===== config.mk =====
export PLATFORM = sky130hd
export DESIGN_NAME = cmt_queue
export DESIGN_NICKNAME = d
export VERILOG_FILES = /design/src/rtl/core/cmt_pkg.sv /design/src/rtl/core/cmt_queue.sv
export SDC_FILE = /design/constraint.sdc
export NUM_CORES = 1
export LEC_CHECK = 0
export BUFFER_PORTS_ARGS = -buffer_cell sky130_fd_sc_hd__buf_2
export CORE_UTILIZATION = 60
export CTS_CLUSTER_SIZE = 12
export DETAILED_ROUTE_END_ITERATION = 12
export HOLD_SLACK_MARGIN = 0.08
export PLACE_DENSITY = 0.83
export SKIP_CTS_REPAIR_TIMING = 1
export SLEW_MARGIN = 25
export SYNTH_ARGS = -nofsm -noshare
export SYNTH_HDL_FRONTEND = slang
export SYNTH_SLANG_ARGS = --single-unit

===== constraint.sdc =====
create_clock -name i_clk -period 11 [get_ports i_clk]
set_input_delay 1.1 -clock i_clk [delete_from_list [all_inputs] [get_ports i_clk]]
set_output_delay 1.1 -clock i_clk [all_outputs]
set_load 0.01 [all_outputs]

===== src/rtl/core/cmt_pkg.sv =====
// Shared types, constants and arithmetic helpers for the complex Mobius transform.
package cmt_pkg;

    localparam int FRAC      = 16;
    localparam int DIV_STEPS = 2 * FRAC + 1;
    localparam int QW        = DIV_STEPS;
    localparam int QDEPTH    = 4;
    localparam int QAW       = $clog2(QDEPTH);
    localparam int NUM_REGS  = 8;

    typedef logic [2:0] t_cfg_idx;

    localparam t_cfg_idx CFG_A_RE = 3'd0;
    localparam t_cfg_idx CFG_A_IM = 3'd1;
    localparam t_cfg_idx CFG_B_RE = 3'd2;
    localparam t_cfg_idx CFG_B_IM = 3'd3;
    localparam t_cfg_idx CFG_C_RE = 3'd4;
    localparam t_cfg_idx CFG_C_IM = 3'd5;
    localparam t_cfg_idx CFG_D_RE = 3'd6;
    localparam t_cfg_idx CFG_D_IM = 3'd7;

    localparam logic [31:0] ONE_FX = 32'(64'd1 << FRAC);

    typedef enum logic [1:0] {
        ST_OK   = 2'd0,
        ST_SAT  = 2'd1,
        ST_POLE = 2'd2
    } t_status;

    typedef struct packed {
        logic        sat;
        logic [31:0] v;
    } t_sat;

    // numerator and denominator of one point, classified
    typedef struct packed {
        logic [31:0] nr;
        logic [31:0] ni;
        logic [31:0] dr;
        logic [31:0] di;
        logic        sat;
        logic        pole;
    } t_mid;

    function automatic logic signed [65:0] fsh(input logic signed [63:0] p);
        return 66'(p >>> FRAC);
    endfunction

    function automatic t_sat sat32(input logic signed [65:0] x);
        t_sat r;
        r.sat = 1'b0;
        r.v   = x[31:0];
        if (x > 66'sh0_7FFF_FFFF) begin
            r.sat = 1'b1;
            r.v   = 32'h7FFF_FFFF;
        end else if (x < -66'sh0_8000_0000) begin
            r.sat = 1'b1;
            r.v   = 32'h8000_0000;
        end
        return r;
    endfunction

    function automatic logic [31:0] abs32(input logic [31:0] v);
        return v[31] ? 32'(~v + 32'd1) : v;
    endfunction

endpackage


===== src/rtl/core/cmt_queue.sv =====
// Short queue between the front end and the back end.
module cmt_queue (
    input  logic          i_clk,
    input  logic          i_rst_n,
    input  logic          i_push,
    input  cmt_pkg::t_mid i_item,
    output logic          o_full,
    input  logic          i_pop,
    output cmt_pkg::t_mid o_item,
    output logic          o_empty
);

    cmt_pkg::t_mid              r_mem [cmt_pkg::QDEPTH];
    logic [cmt_pkg::QAW-1:0]    r_wp, r_rp;
    logic [cmt_pkg::QAW:0]      r_cnt;
    logic                       wr, rd;

    assign o_full  = (r_cnt == (cmt_pkg::QAW+1)'(cmt_pkg::QDEPTH));
    assign o_empty = (r_cnt == '0);
    assign o_item  = r_mem[r_rp];
    assign wr      = i_push && !o_full;
    assign rd      = i_pop && !o_empty;

    always_ff @(posedge i_clk) begin
        if (!i_rst_n) begin
            r_wp  <= '0;
            r_rp  <= '0;
            r_cnt <= '0;
        end else begin
            if (wr) r_wp <= r_wp + 1'b1;
            if (rd) r_rp <= r_rp + 1'b1;
            if (wr && !rd) r_cnt <= r_cnt + 1'b1;
            else if (rd && !wr) r_cnt <= r_cnt - 1'b1;
        end
    end

    always_ff @(posedge i_clk) begin
        if (wr) r_mem[r_wp] <= i_item;
    end

endmodule


==> results of run 1 <==
[through the flow]
step / std cells / setup WS, ns / hold WS, ns / cell area, sq um / utilization [%]
6_report: 1463 / 6.67 / 0.504 / 22400 / 70.9
5_1_grt: 1455 / 6.40 / 0.534 / 22400 / 70.8
4_1_cts: 1454 / 6.53 / 0.511 / 22400 / 70.8
3_5_place_dp: 1372 / 6.82 / 0.503 / 20900 / 66.1
3_3_place_gp: 1372 / 6.89 / 0.488 / 20900 / 66.1
2_1_floorplan: 727 / 6.02 / 0.468 / 19300 / -
[cell type report]
type | count | area [sq um]
clock buffers | 70 | 1390
clock inverters | 12 | 83.8
diodes | 9 | 22.5
multi-input cells | 164 | 3210
well taps | 402 | 503
inverters | 3 | 11.3
repair buffers | 274 | 1400
fillers | 1849 | 9220
flip-flops and latches | 529 | 15800
[registers in the layout, summed over array words and instances, names as in the netlist, named ones only]
signal and cells:
r_mem 520, r_cnt 3, r_wp 2, r_rp 2
[cell usage after synthesis, types with 2 or more instances]
cell	number	share of area, %
inv_1	3	0.058
buf_2	10	0.26
buf_1	3	0.058
xnor2_1	3	0.14
mux2i_1	3	0.16
edfxtp_1	520	81
ha_1	5	0.32
clkbuf_1	3	0.058
and2_1	8	0.26
nand2_1	4	0.078
buf_12	11	1.1
dfxtp_1	9	0.93
mux4_2	130	15
buf_4	3	0.12
nor2b_1	2	0.065
[power by group through the flow]
stage | registers (uW) | logic (uW) | clock network, uW
2_1_floorplan | 2550 | 863 | 0
3_3_place_gp | 2590 | 1150 | 0
3_5_place_dp | 2600 | 1160 | 0
4_1_cts | 2570 | 1170 | 1600
5_1_grt | 2590 | 1230 | 1670
6_report | 2560 | 1150 | 1570
[worst reg2reg max path: cells and delay by family, from the launching register on]
kind / cells / cell delay (ns)
flip-flops: 1 / 0.46
buffers and inverters: 2 / 1.61
AND/OR/NAND/NOR: 3 / 1.03
[cells by family (layout without fill, tap and decap cells)]
family | Yosys count | count (layout)
DFF | 529 | 529
muxes | 133 | 133
buffers and inverters | 34 | 359
and+or+nand+nor | 17 | 17
adders and majority gates | 6 | 6
AOI/OAI and AO/OA | 4 | 4
xor gates and xnor gates | 4 | 4
other | 0 | 9
[layer usage]
metal	track usage (%)	wire, um
met2	36.7	18200
met4	6.68	741
met5	0	39
met3	6.82	3220
met1	30.3	14600
[worst paths after layout]
path	start	to	slack, ns	cells after the start
setup / recovery	flip-flop	o_item[107]	6.67	3
hold / removal	r_wp[1]	r_wp[1]	0.50	2
setup reg to reg	r_cnt[0]	r_mem[2][39]	7.50	5
hold reg to reg	r_wp[1]	r_wp[1]	0.50	2
==> summary.md, run 1 <==
| Metric | Value |
|---|---|
| Via count | `between 8000 and 9000` |
| CTS tree | `done` |
| Design Power | `approximately 5300 uW` |
| # nets final | `between 1000 and 1500` |
| Setup TNS Final | `0 ns` |
| Initial antenna violation count | `10` |
| Initial Util | `about three fifths` |
| Number of global-route vias before repair | `roughly 9000` |
| Fin. Hold Viols | `0` |
| DRT Wirelength | `roughly 37000 um` |
| GPL Wtd Cong | `between 0.7 and 0.8` |
| RSZ-0062 raised after global routing | `no` |
| Die Y-Extent | `about 180 um` |
| Die area | `32900 sq um` |
| Reg power frac | `~49%` |
| Synth Cell Area | `just under 20000 sq um` |
| Ys async rst share | `0%` |
| First DRT Iteration DRCs | `764` |
| Clk pwr share | `29.8%` |
| Worst setup path category | `reg -> out` |
| Sw frac | `between 20% and 30%` |
| Vias/cell | `5.93` |
| Tcrit/Tclk final | `39.3%` |
| Commonest non-fill, non-tap cell in the layout | `edfxtp_1` |
| 1st-pass router iterations | `5` |
| Slew at the pin closest to its max-slew limit | `1.03 ns` |
| Most frequent cells in the layout | `edfxtp_1 (520), buf_2 (265), mux4_2 (130), clkbuf_16 (53), clkbuf_1 (17)` |
| CP endpoint kind | `primary output` |
| Cts bufs inserted | `between 50 and 60` |
| Io pins | `between 200 and 300` |
| Max Fclk | `between 200 and 250 MHz` |
| Final routed DRC violation total | `0` |
| Max-slew headroom | `a little under a third` |
| Xor/xnor cell area share of the yosys netlist | `less than 1%` |
| Power per standard cell area | `about 240 nW/um^2` |
| Crit path max-delay family | `buffers and inverters` |
| Crit-path max cell delay | `0.94 ns` |
| Buffers added on ports | `roughly 270` |
| Netlist cell types | `25` |
| Status | `finished, final reports clean` |
| Clk buf depth | `3` |
| Total gr overflow | `0` |
| CP max FO | `45` |
| Mapped Cells | `727` |
| Global-route wire length before repair | `54300 um` |
| Register area share after synthesis | `81.7%` |
| Worst skew pair latency | `between 0.5 and 0.6 ns` |
| CORE AREA | `approximately 32000 sq um` |
| Row Count | `65` |
| Simple-gate share of the synthesized area | `less than 1%` |
| Die width | `between 150 and 200 um` |
| Share of cells above drive strength 1 | `roughly 44%` |
| Primary FF master, synth | `edfxtp_1` |
| Min Tclk post-route | `approximately 4.3 ns` |
| Endpoints failing setup | `0` |
| Net Sw Power | `around 1400 uW` |
| Max-cap violations | `0` |
| Crit path arrival time | `roughly 3.2 ns` |
| CTS sink count | `around 530` |
| Max Slew Vio Count | `0` |
| Main combinational cell family by area after synthesis | `multiplexers` |
| Synth Area in Adders | `less than 1%` |
| Slowest cell on the critical path | `dfxtp_4` |
| WL per Instance | `around 25 um` |
| Synth warn | `0` |
| Worst Path Buf+Inv | `2` |
| Aggregate global-route resource usage | `between 20% and 30%` |
| Critical-path cell list | `buf_4 -> mux4_2 -> buf_2` |
| CTS Root Cell | `clkbuf_16` |
| Multiplexer area fraction after synthesis | `between 10% and 20%` |
| Synthesis-to-finish area growth | `16.0%` |
| Crit path required time | `9.90 ns` |
| Detail Placement HPWL | `21700 um` |
| Skew final | `around 0.019 ns` |
| Largest net degree at the start of global routing | `79` |
| Number of synthesized flops with an enable pin | `between 500 and 600` |
| Synthesized flop and latch total | `between 500 and 600` |
| Internal power | `between 3000 and 4000 uW` |
| P_leak | `roughly 0.0075 uW` |
| Syn nets | `just under 900` |
| Compound-Gate Fraction of Synth Area | `0.149%` |
| Hold Crit Class | `reg -> reg` |
| Crit path launch type | `flip-flop` |
| Comb pwr share | `a little over a fifth` |
| Syn Area/Cell | `approximately 27 sq um` |
| Antenna viol nets, final | `0` |
| Clk slew on worst S/H paths | `around 0.06 ns` |
| Maximum vdd drop | `0.213 mV` |
| CTS H-tree lvls | `2` |
No activity file was read; power rests on OpenSTA's default activity.
==> run 2: changes to the inputs <==
ABC_AREA = 1   (was not set)
CORE_UTILIZATION = 57   (was 60)
PLACE_DENSITY = 0.79   (was 0.83)
clock period = 4.1 ns   (was 11 ns; I/O delays follow)
==> run 2 against run 1 <==
  * Critical path type unchanged
  * Global-route usage is 0.94 points higher
  * First-iteration DRC count is 50% higher
  * Setup slack worse by 5.5 ns
  * Cell count is 49% higher
==> summary.md, run 2 <==
| Metric | Value |
|---|---|
| Max-slew headroom | `18.2%` |
| WL per Instance | `~20 um` |
| Clk slew on worst S/H paths | `roughly 0.060 ns` |
| Max Slew Vio Count | `0` |
| Crit path launch type | `flip-flop` |
| Register area share after synthesis | `79.9%` |
| Max Fclk | `336 MHz` |
| Worst skew pair latency | `0.56 ns` |
| Die area | `about 35000 sq um` |
| Die Y-Extent | `188 um` |
| Top cell type's share of synthesized area | `approximately four fifths` |
| Initial Util | `58.4%` |
| Final core utilization | `around 71%` |
| Mapped Cells | `~1300` |
| Simple-gate share of the synthesized area | `under 10%` |
| Net Sw Power | `between 4000 and 5000 uW` |
| Largest net degree at the start of global routing | `between 200 and 300` |
| Power per standard cell area | `about 600 nW/um^2` |
| CTS sink count | `about 530` |
| Fillers | `2124` |
| Largest Register | `r_mem` |
| Buffers added on ports | `roughly 270` |
| Worst setup path category | `reg -> out` |
| Syn Area/Cell | `approximately 15 sq um` |
| Tcrit/Tclk final | `between 70 and 80%` |
| Reg power frac | `46.3%` |
| Fin. Hold Viols | `0` |
| Final Cell Area | `24100 sq um` |
| Via count | `between 10000 and 15000` |
| GPL Wtd Cong | `approximately 0.73` |
| Xor/xnor cell area share of the yosys netlist | `less than 1%` |
| Final routed DRC violation total | `0` |
| Netlist cell types | `23` |
| Worst Hold Margin | `between 0.1 and 0.15 ns` |
| Min Tclk post-route | `2.97 ns` |
| Maximum vdd drop | `between 0.5 and 0.6 mV` |
| Uppermost layer routed | `met4` |
| Status | `finished, final reports clean` |
| Total gr overflow | `0` |
| Synth Cell Area | `roughly 20000 sq um` |
| Top Registers | `r_mem (520), r_cnt (3)` |
| Most common cell in the netlist | `edfxtp_1` |
| CP max FO | `approximately 150` |
| Commonest non-fill, non-tap cell in the layout | `edfxtp_1` |
| Multiplexer area fraction after synthesis | `0%` |
| Crit path arrival time | `between 2 and 3 ns` |
| Global-route wire length before repair | `~65000 um` |
| Synth top cells by count | `edfxtp_1 (520), nor2_1 (274), o21ai_0 (191)` |
| CTS H-tree lvls | `2` |
| Sw frac | `between 20% and 30%` |
| Vias/cell | `~5.8` |
| Synth Area in Adders | `less than 1%` |
| # nets final | `around 1800` |
| Main combinational cell family by area after synthesis | `compound AO/OA/AOI/OAI gates` |
| Metal2 WL | `approximately 23000 um` |
| Syn nets | `1467` |
| Share of cells above drive strength 1 | `between 10% and 20%` |
| Area leader, netlist | `edfxtp_1` |
| CTS tree | `done` |
| Max-cap violations | `0` |
| Row Count | `between 60 and 70` |
| Largest cells by area after synthesis | `edfxtp_1 (79%), nor2_1 (5.2%), o21ai_0 (4.8%), o22ai_1 (4.1%), o21ai_1 (1.8%)` |
| Cts bufs inserted | `52` |
| Placed Instances | `between 1500 and 2000` |
| RSZ-0062 raised after global routing | `no` |
| Skew final | `roughly 0.0068 ns` |
| Clk buf depth | `3` |
| Antenna viol nets, final | `0` |
| CTS Root Cell | `clkbuf_16` |
| R2R Setup Slk | `1.78 ns` |
| Primary FF master, synth | `edfxtp_1` |
| Post-placement cell area | `about 21000 sq um` |
| Met3 WL | `3780 um` |
| Number of synthesized flops with an enable pin | `520` |
| Aggregate global-route resource usage | `23.6%` |
| Number of global-route vias before repair | `around 12000` |
| Layout Cells excl Fill | `between 2000 and 2500` |
| Synthesis-to-finish area growth | `22.1%` |
| DRT Wirelength | `about 44000 um` |
| Hold Crit Class | `in -> reg` |
| Synthesized flop and latch total | `between 500 and 600` |
| Wl on met1 | `17200 um` |
| Internal power | `approximately 10000 uW` |
| Comb pwr share | `24.1%` |
| Io pins | `approximately 270` |
| Clk pwr share | `29.6%` |
| Slew at the pin closest to its max-slew limit | `approximately 1.2 ns` |
| CORE AREA | `about 34000 sq um` |
| Synth warn | `0` |
| Initial antenna violation count | `1` |
| 1st-pass router iterations | `5` |
| First DRT Iteration DRCs | `around 1100` |
| Max reg flops | `between 500 and 600` |
| CP endpoint kind | `primary output` |
| Ys async rst share | `0%` |
| Crit path required time | `~3.7 ns` |
| Die width | `between 150 and 200 um` |
| Compound-Gate Fraction of Synth Area | `a little over a tenth` |
| P_leak | `0.00850 uW` |
| Most frequent cells in the layout | `edfxtp_1 (520), nor2_1 (270), buf_2 (265), o21ai_0 (191)` |
| Endpoints failing setup | `0` |
| Detail Placement HPWL | `about 22000 um` |
==> run 2: changes by cell type in the layout (fill, tap and decap cells not counted), moves of 6 or more <==
cell and delta:
nor2_1 +270, dlygate4sd3_1 +130, mux4_2 -130, inv_1 +13
buf_12 +6, o21ai_1 +70, diode_2 -8, o21ai_0 +190
o22ai_1 +130, nand2_1 +11
==> run 2: metrics by stage <==
step | setup WS, ns | power (uW) | TNS [ns]
after floorplan | -0.431 | 9000 | -223.94
after global placement | 1.82 | 10000 | 0
after CTS | 1.15 | 14400 | 0
final | 1.13 | 14500 | 0
after detailed placement | 1.74 | 10200 | 0
after global routing | 0.959 | 15100 | 0
==> run 2: cells by family after synthesis <==
| kind of cell | count (synthesis) |
|---|---|
| XOR/XNOR | 1 |
| AND/OR/NAND/NOR | 294 |
| buffers and inverters | 103 |
| flip-flops | 529 |
| adder cells (fa/ha/maj) | 6 |
| AO/OA/AOI/OAI | 394 |
==> run 2: cell type report <==
cell class | instances | area, sq um | area share (%)
Antenna cell | 1 | 2.50 | 0.0104
Inverter | 18 | 86.3 | 0.358
Timing Repair Buffer | 409 | 2830 | 11.7
Sequential cell | 529 | 15800 | 65.5
Multi-Input combinational cell | 695 | 3370 | 14.0
Clock buffer | 73 | 1410 | 5.85
Tap cell | 448 | 561 | 2.32
Clock inverter | 7 | 80.1 | 0.332
==> run 2: worst max-delay path, cell delays in order (launching register included) <==
cell and delay, ns:
dfxtp_4 0.42, buf_12 0.37, buf_16 0.45, o21ai_0 0.21
o22ai_1 0.23, buf_2 0.17
==> run 2: power groups by stage <==
stage	clock network [uW]	registers (uW)	logic (uW)
after global routing	4560	6770	3810
final	4300	6730	3500
after detailed placement	0	6830	3330
after CTS	4350	6720	3360
after global placement	0	6800	3240
after floorplan	0	6840	2160
==> run 2: metal layers <==
metal | global-route usage [%] | vias up
met2 | 39.7 | 572
met4 | 8.19 | 0
met5 | 0 | -
met3 | 6.57 | 55
li1 | - | 5755
met1 | 29.6 | 6162
==> run 2: path summary, 6_finish.rpt <==
check                                from           end  depth (start not counted)
worst max register to register   r_cnt[0]  r_mem[1][73]                          5
worst min register to register    r_rp[1]     flip-flop                          2
worst max-delay path            flip-flop    o_item[61]                          5
worst min-delay path              i_rst_n       r_wp[1]                          3
